==> src/tcw_pkg.sv <==
// ----------------------------------------------------------------------------
// tcw_pkg: shared constants and types for the text terminal cell writer
// Grid geometry, character codes, stream word widths and the command and
// status groups between the controller and the datapath.
// ----------------------------------------------------------------------------
package tcw_pkg;

  localparam int NUM_COLS = 100;
  localparam int NUM_ROWS = 37;
  localparam int CELLS    = NUM_COLS * NUM_ROWS;
  localparam int ADDR_W   = $clog2(CELLS);

  localparam int COL_W  = 7;
  localparam int ROW_W  = 6;
  localparam int CHAR_W = 7;
  localparam int CODE_W = 8;

  localparam int IN_W  = 24;
  localparam int OUT_W = 24;

  localparam logic [CODE_W-1:0] CH_NEWLINE     = 8'd10;
  localparam logic [CODE_W-1:0] CH_RETURN      = 8'd13;
  localparam logic [CODE_W-1:0] CH_BACKSPACE   = 8'd8;
  localparam logic [CODE_W-1:0] CH_SPACE       = 8'd32;
  localparam logic [CODE_W-1:0] CH_FIRST_PRINT = 8'd32;
  localparam logic [CODE_W-1:0] CH_LAST_PRINT  = 8'd126;

  localparam logic ACT_PUT  = 1'b0;
  localparam logic ACT_READ = 1'b1;

  typedef struct packed {
    logic load;
    logic decode;
    logic clr_step;
    logic row_step;
    logic addr_step;
    logic access;
    logic resp_load;
  } tcw_cmd_t;

  typedef struct packed {
    logic scroll;
    logic clr_done;
    logic out_full;
  } tcw_sts_t;

endpackage

==> src/tcw_ctrl.sv <==
// ----------------------------------------------------------------------------
// tcw_ctrl: sequencing controller
// Walks each word through decode, row clearing when it scrolls, address build, cell access
// and response; runs the full clearing pass after reset.
// ----------------------------------------------------------------------------
module tcw_ctrl (
  input  logic              clk,
  input  logic              rst_n,
  input  logic              in_tvalid,
  output logic              in_tready,
  input  logic              out_tready,
  input  tcw_pkg::tcw_sts_t sts,
  output tcw_pkg::tcw_cmd_t cmd
);
  import tcw_pkg::*;

  typedef enum logic [7:0] {
    S_CLEAR  = 8'b0000_0001,
    S_IDLE   = 8'b0000_0010,
    S_DECODE = 8'b0000_0100,
    S_SCROLL = 8'b0000_1000,
    S_ROW    = 8'b0001_0000,
    S_ADDR   = 8'b0010_0000,
    S_ACCESS = 8'b0100_0000,
    S_RESP   = 8'b1000_0000
  } tcw_state_t;

  tcw_state_t state_r, state_nxt;
  logic       out_free;

  assign out_free  = !sts.out_full || out_tready;
  assign in_tready = (state_r == S_IDLE);

  always_comb begin
    state_nxt = state_r;
    cmd       = '0;
    unique case (state_r)
      S_CLEAR: begin
        cmd.clr_step = 1'b1;
        if (sts.clr_done) state_nxt = S_IDLE;
      end
      S_IDLE: begin
        if (in_tvalid) begin
          cmd.load  = 1'b1;
          state_nxt = S_DECODE;
        end
      end
      S_DECODE: begin
        cmd.decode = 1'b1;
        state_nxt  = sts.scroll ? S_SCROLL : S_ROW;
      end
      S_SCROLL: begin
        cmd.clr_step = 1'b1;
        if (sts.clr_done) state_nxt = S_ROW;
      end
      S_ROW: begin
        cmd.row_step = 1'b1;
        state_nxt    = S_ADDR;
      end
      S_ADDR: begin
        cmd.addr_step = 1'b1;
        state_nxt     = S_ACCESS;
      end
      S_ACCESS: begin
        cmd.access = 1'b1;
        state_nxt  = S_RESP;
      end
      S_RESP: begin
        if (out_free) begin
          cmd.resp_load = 1'b1;
          state_nxt     = S_IDLE;
        end
      end
      default: state_nxt = S_IDLE;
    endcase
  end

  always_ff @(posedge clk) begin
    if (!rst_n) begin
      state_r <= S_CLEAR;
    end else begin
      state_r <= state_nxt;
    end
  end

endmodule

==> config.mk <==
export PLATFORM = sky130hd
export DESIGN_NAME = tcw_ctrl
export DESIGN_NICKNAME = d
export VERILOG_FILES = /design/src/tcw_pkg.sv /design/src/tcw_ctrl.sv
export SDC_FILE = /design/constraint.sdc
export NUM_CORES = 1
export LEC_CHECK = 0
export ABC_AREA = 1
export BUFFER_PORTS_ARGS = -buffer_cell sky130_fd_sc_hd__buf_2
export CAP_MARGIN = 40
export CORE_AREA = 8 8 45 47
export CTS_BUF_LIST = sky130_fd_sc_hd__clkbuf_16
export DETAILED_ROUTE_END_ITERATION = 8
export DIE_AREA = 0 0 53 55
export PLACE_DENSITY_LB_ADDON = 0.08
export SLEW_MARGIN = 20
export SYNTH_ARGS = -nofsm -noshare
export SYNTH_HDL_FRONTEND = slang
export SYNTH_SLANG_ARGS = --single-unit
export TNS_END_PERCENT = 100
==> constraint.sdc <==
create_clock -name clk -period 1.3 [get_ports clk]
set_clock_uncertainty 0.1 [all_clocks]
set_input_delay 0.065 -clock clk [delete_from_list [all_inputs] [get_ports clk]]
set_output_delay 0.065 -clock clk [all_outputs]
set_load 0.05 [all_outputs]
==> metrics, run 1 <==
status=complete, but fails checks; failing checks=negative setup slack; post-route DRC violation count=0; final worst slack=-0.131 ns; WL/cell=11.8 um; Starting Density=40.1%; first-pass GRT wire length=2.68 mm; worst hold slack=0.0782 ns; Crit-path slowest cell=dfxtp_2; maximum clock path buffer count=2; Net Count, Synth=94; CTS sink cnt=8; I/O pin count=15; vias in the first global route=605; Total GRT Usage=a little under an eighth; Leak=0.456 nW; largest net degree at the start of global routing=7; Sw Ratio=30.4%; CTS clk-pin slew, worst paths=around 0.04 ns; R2R depth=9; Max-cap violations=0; Slew @ Worst Pin=about 0.27 ns; CP max stage delay=0.34 ns; worst rel slew slack=81.8%; Most flops, register=state_r; Largest regs=state_r: 8 flops; CP Launch Type=flip-flop; hold path cells=5; post-DP HPWL=1.15 mm; critical path buffer and inverter count=2; cell taking the most area after synthesis=dfxtp_1; Routed WL=1.55 mm; I/O Buffers=14; Area contributors post-synth=dfxtp_1 29%, nor2_1 11%, nand2_1 9.5%; TritonCTS buffer count=3; Area Growth Syn to Fin=84.9%; Seq/Total Area, Yosys=28.8%; max reg flops=8; Final Critical Period=1.43 ns; via/cell ratio=4.64; crit-path cells=nor2_4 -> nand2_4 -> buf_12 -> nor4_4 -> buf_6; Root Buffer Master=clkbuf_16; H-tree depth=1; Chip Height=55 um; DRT Pass-1 Iters=4; kind of critical path=flip-flop to output port; Final Hold Fails=0; Cell Rows=14; Mapped Cells=87; syn avg cell area=6.39 sq um; Top delay family on crit path=simple AND/OR/NAND/NOR gates; WP depth=5; number of antenna violations at the first check in global routing=0; gr ovfl total=0; CTS tree=done; # diodes=0; synthesis-stage register bit count=8; required time worst endpoint=1.13 ns; Worst Path Arrival=roughly 1.3 ns; Worst Hold Class=input port to flip-flop; Core Region=roughly 1400 sq um; Clk Latency, worst-skew pair=0.23 ns; initial DRC count=6; Synth warnings=0; switching pwr=~0.00036 W; GP Congestion=0.748; share of layout cells above drive strength 1=about 67%; Comb power frac=roughly 33%; Die Wd=53 um; nets=125; RSZ-0062 raised after global routing=yes; Synth top area share=28.8%; PD cells=around 1200 nW/um^2; overall die area=2920 sq um; Final setup viols=13; maximum fanout along the worst path=5; clock share of power=42.6%; Peak VDD IR=roughly 0.86 mV; Int Pwr=0.000827 W; Max Freq=approximately 700 MHz; post-synthesis cell area=556 sq um; Pwr Total=0.00119 W; Slew Viols, Final=0; Crit. End Element=output port; post-synthesis cell type count=16; Final ANT Viol Nets=0; Final Cycle Share=110%; total number of vias=612; sequential power share=24.7%
[what timing repair did]
action,CTS,global route
pin swaps,8,4
endpoints found under the hold margin,1,0
gates resized for setup,29,13
setup endpoints to repair,13,14
setup buffers,2,1
hold buffers,1,0
[placed cells by master (no fill, tap or decap), drive strengths merged]
cell type | Yosys | layout
dfxtp | 8 | 8
and3 | 1 | 1
a21oi | 2 | 2
dlygate4sd3 | 0 | 1
nor3 | 3 | 3
nand3 | 8 | 8
buf | 0 | 25
inv | 18 | 18
nand2 | 19 | 19
nor2 | 27 | 27
clkbuf | 0 | 3
nor4 | 1 | 1
[kinds of logic (layout without fill, tap and decap cells)]
group | count (synthesis) | in the layout | share of synthesized area, %
AOI/OAI and AO/OA | 2 | 2 | 1.80
buffers and inverters | 18 | 47 | 12.2
and+or+nand+nor | 59 | 59 | 57.2
DFF | 8 | 8 | 28.8
[layer usage]
layer	track usage (%)	vias up	wire, um
met5	0	-	0
met4	2.59	0	0
met3	1.60	0	86
met2	18.9	18	714
met1	15.7	274	751
li1	-	320	-
[power by group through the flow]
stage / sequential [W] / clock [W] / combinational [W]
6_report: 0.000293 / 0.000506 / 0.000388
5_1_grt: 0.000296 / 0.000521 / 0.000417
4_1_cts: 0.000291 / 0.000508 / 0.000362
3_5_place_dp: 0.000294 / 0 / 0.000322
3_3_place_gp: 0.000294 / 0 / 0.000320
2_1_floorplan: 0.000291 / 0 / 0.000229
[per-stage QoR]
step | setup slack (ns) | instance area [sq um] | utilization (%) | std cells | setup TNS (ns)
after floorplan | -0.144 | 636 | - | 87 | -0.756
after global placement | -0.0114 | 798 | 57.7 | 125 | -0.0310
final | -0.131 | 1030 | 74.2 | 132 | -1.11
after global routing | -0.172 | 1030 | 74.2 | 132 | -1.66
after CTS | -0.135 | 983 | 71.1 | 131 | -1.09
after detailed placement | -0.0334 | 798 | 57.7 | 125 | -0.0735
[area by class of cell]
type	count	area (sq um)
Clock buffer	3	75.1
Sequential cell	8	175
Multi-Input combinational cell	61	435
Tap cell	16	20.0
Timing Repair Buffer	26	251
Inverter	18	70.1
Fill cell	111	357
[final timing paths]
check | endpoint | from | slack (ns)
worst max-delay path | cmd[0] | state_r[0]$_SDFFE_PN1P_ | -0.13
worst min-delay path | state_r[3]$_SDFFE_PN0P_ | sts[2] | 0.08
worst max register to register | state_r[1]$_SDFFE_PN0P_ | state_r[5]$_SDFFE_PN0P_ | -0.10
worst min register to register | state_r[1]$_SDFFE_PN0P_ | state_r[1]$_SDFFE_PN0P_ | 0.45
[cell usage after synthesis]
library cell	count
nor3_2	2
nor2_4	4
a21oi_1	2
nand2_4	1
inv_1	13
inv_2	5
nand3_2	1
dfxtp_1	8
nor3_1	1
nor2_2	6
nor4_1	1
and3_1	1
nand2_2	4
nand2_1	14
nor2_1	17
nand3_1	7
[worst min-delay path, delay by kind of cell]
family | cells | cell delay, ns
buf+inv | 1 | 0.10
simple gates | 4 | 0.19
Note: power is estimated with default switching activity, not from simulation.
==> run 2, diff against run 1 <==
Settings changed: PLACE_DENSITY set to 0.67, PLACE_DENSITY_LB_ADDON 0.08 to not set, SKIP_LAST_GASP set to 1.
==> metrics, run 2 (synthesis gave the netlist of run 1 again) <==
status=complete, but fails checks; failing checks=negative setup slack; Comb power frac=34.5%; maximum fanout along the worst path=5; # diodes=0; total number of vias=between 600 and 700; Chip Height=about 55 um; Area after DPL=798 sq um; Top delay family on crit path=simple AND/OR/NAND/NOR gates; most frequent cells in the layout=14 x nor2_4, 11 x inv_1, 10 x nand2_1, 9 x buf_4, 8 x buf_6; Final ANT Viol Nets=0; Final Hold Fails=0; Worst Path Arrival=1.28 ns; final worst slack=-0.149 ns; Slew @ Worst Pin=0.360 ns; largest net degree at the start of global routing=7; share of layout cells above drive strength 1=71.4%; Final setup viols=13; CP max stage delay=0.35 ns; max reg flops=8; H-tree depth=1; initial DRC count=6; Die Wd=53 um; Routed WL=between 1.5 and 2 mm; RSZ-0062 raised after global routing=yes; kind of critical path=flip-flop to output port; Final Cycle Share=111%; Total GRT Usage=about 14%; post-route cell area=1090 sq um; worst hold slack=0.0921 ns; switching pwr=0.000395 W; DRT Pass-1 Iters=4; crit-path cells=nor2_4 -> nand2_4 -> buf_12 -> nor4_4 -> buf_6; Max Freq=690 MHz; Max-cap violations=0; critical path buffer and inverter count=2; Int Pwr=0.000841 W; I/O Buffers=14; clock share of power=between 40% and 50%; Starting Density=40.1%; CP Launch Type=flip-flop; Crit-path slowest cell=dfxtp_4; worst rel slew slack=75.9%; Core Region=about 1400 sq um; Sw Ratio=32.0%; Clk Latency, worst-skew pair=0.23 ns; GP Congestion=0.866; I/O pin count=15; maximum clock path buffer count=2; Area Growth Syn to Fin=95.9%; Leak=about 0.48 nW; Cell Rows=14; Worst Hold Class=input port to flip-flop; gr ovfl total=0; number of antenna violations at the first check in global routing=0; CTS tree=done; required time worst endpoint=1.13 ns; via/cell ratio=around 5.0; sequential power share=between 20% and 30%; commonest non-fill, non-tap cell in the layout=nor2_4; overall die area=~2900 sq um; nets=between 100 and 150; vias in the first global route=just over 700; WL/cell=~13 um; CTS sink cnt=8; Final Critical Period=roughly 1.4 ns; Most flops, register=state_r; utilization after layout=about four fifths; Largest regs=state_r: 8 flops; post-DP HPWL=1.13 mm; PD cells=1140 nW/um^2; Crit. End Element=output port; CTS clk-pin slew, worst paths=0.04 ns; Peak VDD IR=0.864 mV; first-pass GRT wire length=2.93 mm; TritonCTS buffer count=3; Slew Viols, Final=0; Root Buffer Master=clkbuf_16; Pwr Total=0.00124 W; post-route DRC violation count=0
run 2: cell type report:
type                       instances  area [sq um]
clock buffer                       3          75.1
fill                              92           295
inverter                          18          67.6
multi-input combinational         61           473
sequential                         8           175
tap                               16          20.0
timing repair buffer              29           278
run 2: worst reg2reg max path: stages, from the launching register on:
cell and delay [ns]:
dfxtp_2 0.35, nor2_4 0.06, nand2_4 0.12, buf_6 0.11, inv_2 0.04, nand3_2 0.06
nand2_2 0.06, nor2_4 0.18, inv_2 0.08, nor3_2 0.14
run 2: path summary, 6_finish.rpt:
path / from / slack, ns / endpoint / cells after the start
worst max-delay path: state_r[1]$_SDFFE_PN0P_ / -0.15 / cmd[0] / 5
worst min-delay path: sts[2] / 0.09 / state_r[3]$_SDFFE_PN0P_ / 5
worst max register to register: state_r[5]$_SDFFE_PN0P_ / -0.09 / state_r[4]$_SDFFE_PN0P_ / 9
worst min register to register: state_r[1]$_SDFFE_PN0P_ / 0.44 / state_r[1]$_SDFFE_PN0P_ / 2
run 2: what timing repair did:
action | 4_1_cts | 5_1_grt
endpoints found under the setup margin | 13 | 14
hold buffers | 1 | 0
pin swaps | 10 | 9
endpoints found under the hold margin | 1 | 0
gates resized for setup | 34 | 15
buffers inserted | 6 | 0
gates cloned | 0 | 0
run 2: metrics by stage:
step	setup TNS [ns]	cells	setup slack, ns
final	-1.27	135	-0.149
after global routing	-1.91	135	-0.184
after CTS	-1.24	135	-0.145
after detailed placement	-0.172	125	-0.0589
after global placement	-0.0292	125	-0.0233
after floorplan	-0.756	87	-0.144
run 2: routing by layer:
layer	wire, um	vias up	share of wire (%)	track usage (%)
met5	0	-	0	0
li1	-	331	-	-
met3	137	5	7.6	4.28
met2	927	20	52	26.4
met1	689	314	38	13.1
met4	38	0	2.1	6.47
run 2: power by group through the flow:
stage	Clock (W)	Sequential, W	Combinational, W
final	0.000519	0.000291	0.000426
after global routing	0.000544	0.000294	0.000453
after CTS	0.000522	0.000292	0.000397
after detailed placement	0	0.000293	0.000325
after global placement	0	0.000293	0.000321
after floorplan	0	0.000291	0.000229
==> run 3, diff against run 2 <==
Settings changed: CAP_MARGIN 40 to not set, MAX_ROUTING_LAYER set to met4.
==> metrics, run 3 (synthesis gave the netlist of run 1 again) <==
post-DP HPWL=1.13 mm; nets=128; Slew @ Worst Pin=0.360 ns; CTS sink cnt=8; reg2reg start=state_r[5]$_SDFFE_PN0P_; H-tree depth=1; final worst slack=-0.149 ns; post-route DRC violation count=0; CP max stage delay=0.35 ns; initial DRC count=6; via/cell ratio=4.98; CP Launch Type=flip-flop; overall die area=2920 sq um; Final Hold Fails=0; total number of vias=672; Routed WL=~1.8 mm; crit-path cells=nor2_4 -> nand2_4 -> buf_12 -> nor4_4 -> buf_6; Hold Path Origin=sts[2]; Max Freq=between 600 and 700 MHz; Crit. End Element=output port; Die Wd=approximately 53 um; Max-cap violations=0; TritonCTS buffer count=3; Final Cycle Share=111%; GP Congestion=0.880; Final Critical Period=approximately 1.4 ns; Clk Latency, worst-skew pair=0.23 ns; Chip Height=55 um; vias in the first global route=~710; Most flops, register=state_r; kind of critical path=flip-flop to output port; Peak VDD IR=0.864 mV; required time worst endpoint=1.13 ns; share of layout cells above drive strength 1=71.4%; first-pass GRT wire length=2.93 mm; RSZ-0062 raised after global routing=yes; # diodes=0; Core Region=1380 sq um; Area Growth Syn to Fin=95.9%; maximum clock path buffer count=2; Root Buffer Master=clkbuf_16; Starting Density=40.1%; most frequent cells in the layout=14 x nor2_4, 11 x inv_1, 10 x nand2_1, 9 x buf_4, 8 x buf_6; commonest non-fill, non-tap cell in the layout=nor2_4; PD cells=1140 nW/um^2; CTS tree=done; max reg flops=8; largest net degree at the start of global routing=7; Crit-path slowest cell=dfxtp_4; CTS clk-pin slew, worst paths=0.04 ns; critical path buffer and inverter count=2; Slew Viols, Final=0; WL/cell=13.2 um; Placement Setup Slack=-0.0589 ns; I/O Buffers=14; final setup TNS=-1.26 ns; maximum fanout along the worst path=5; Largest regs=state_r: 8 flops; Worst Hold Class=input port to flip-flop; failing checks=negative setup slack; Cell Rows=14; Worst Setup SP=state_r[1]$_SDFFE_PN0P_; Leak=roughly 0.48 nW; Top delay family on crit path=simple AND/OR/NAND/NOR gates; Final setup viols=13; I/O pin count=15; worst hold slack=0.0928 ns; Total GRT Usage=around 14%; worst rel slew slack=between 70% and 80%; gr ovfl total=0; Final ANT Viol Nets=0; DRT Pass-1 Iters=4; number of antenna violations at the first check in global routing=0; status=complete, but fails checks; Worst Path Arrival=1.28 ns
## run 3: final timing paths
check,to,slack (ns),cells past startpoint
worst max-delay path,cmd[0],-0.15,5
worst min-delay path,state_r[3]$_SDFFE_PN0P_,0.09,5
worst max register to register,state_r[4]$_SDFFE_PN0P_,-0.09,9
worst min register to register,state_r[1]$_SDFFE_PN0P_,0.44,2
## run 3: what timing repair did
item,in CTS,in global routing
hold buffers,1,0
hold endpoints to repair,1,0
setup endpoints to repair,13,14
pin swaps,10,9
setup buffers,6,0
resized for setup,34,15
cloned,0,0
## run 3: per-stage QoR
stage	utilization, %	total power, W	std cells	cell area (sq um)
CTS	74.5	0.00121	135	1030
finish	78.7	0.00124	135	1090
global placement	57.7	0.000614	125	798
global route	78.7	0.00129	135	1090
detailed placement	57.7	0.000618	125	798
floorplan	-	0.000519	87	636
## run 3: worst min-delay path: stages
cell and delay (ns):
buf_2 0.11, nand2_1 0.06, nand2_1 0.05, nand2_1 0.08, nor2_2 0.03
## run 3: layout make-up
class / count / area, sq um
tap: 16 / 20.0
fill: 92 / 295
clock buffer: 3 / 75.1
sequential: 8 / 175
inverter: 18 / 67.6
multi-input combinational: 61 / 473
timing repair buffer: 29 / 278
## run 3: report_power, final
part           switching, W  internal, W
combinational      0.000247     0.000178
clock              0.000122     0.000397
sequential        0.0000256     0.000266
## run 3: layer usage
layer | up-vias | global-route usage, % | wire length [um]
li1 | 332 | - | -
met1 | 309 | 13.4 | 676
met2 | 26 | 26.4 | 917
met3 | 5 | 3.74 | 150
met4 | 0 | 6.47 | 34
met5 | - | - | 0
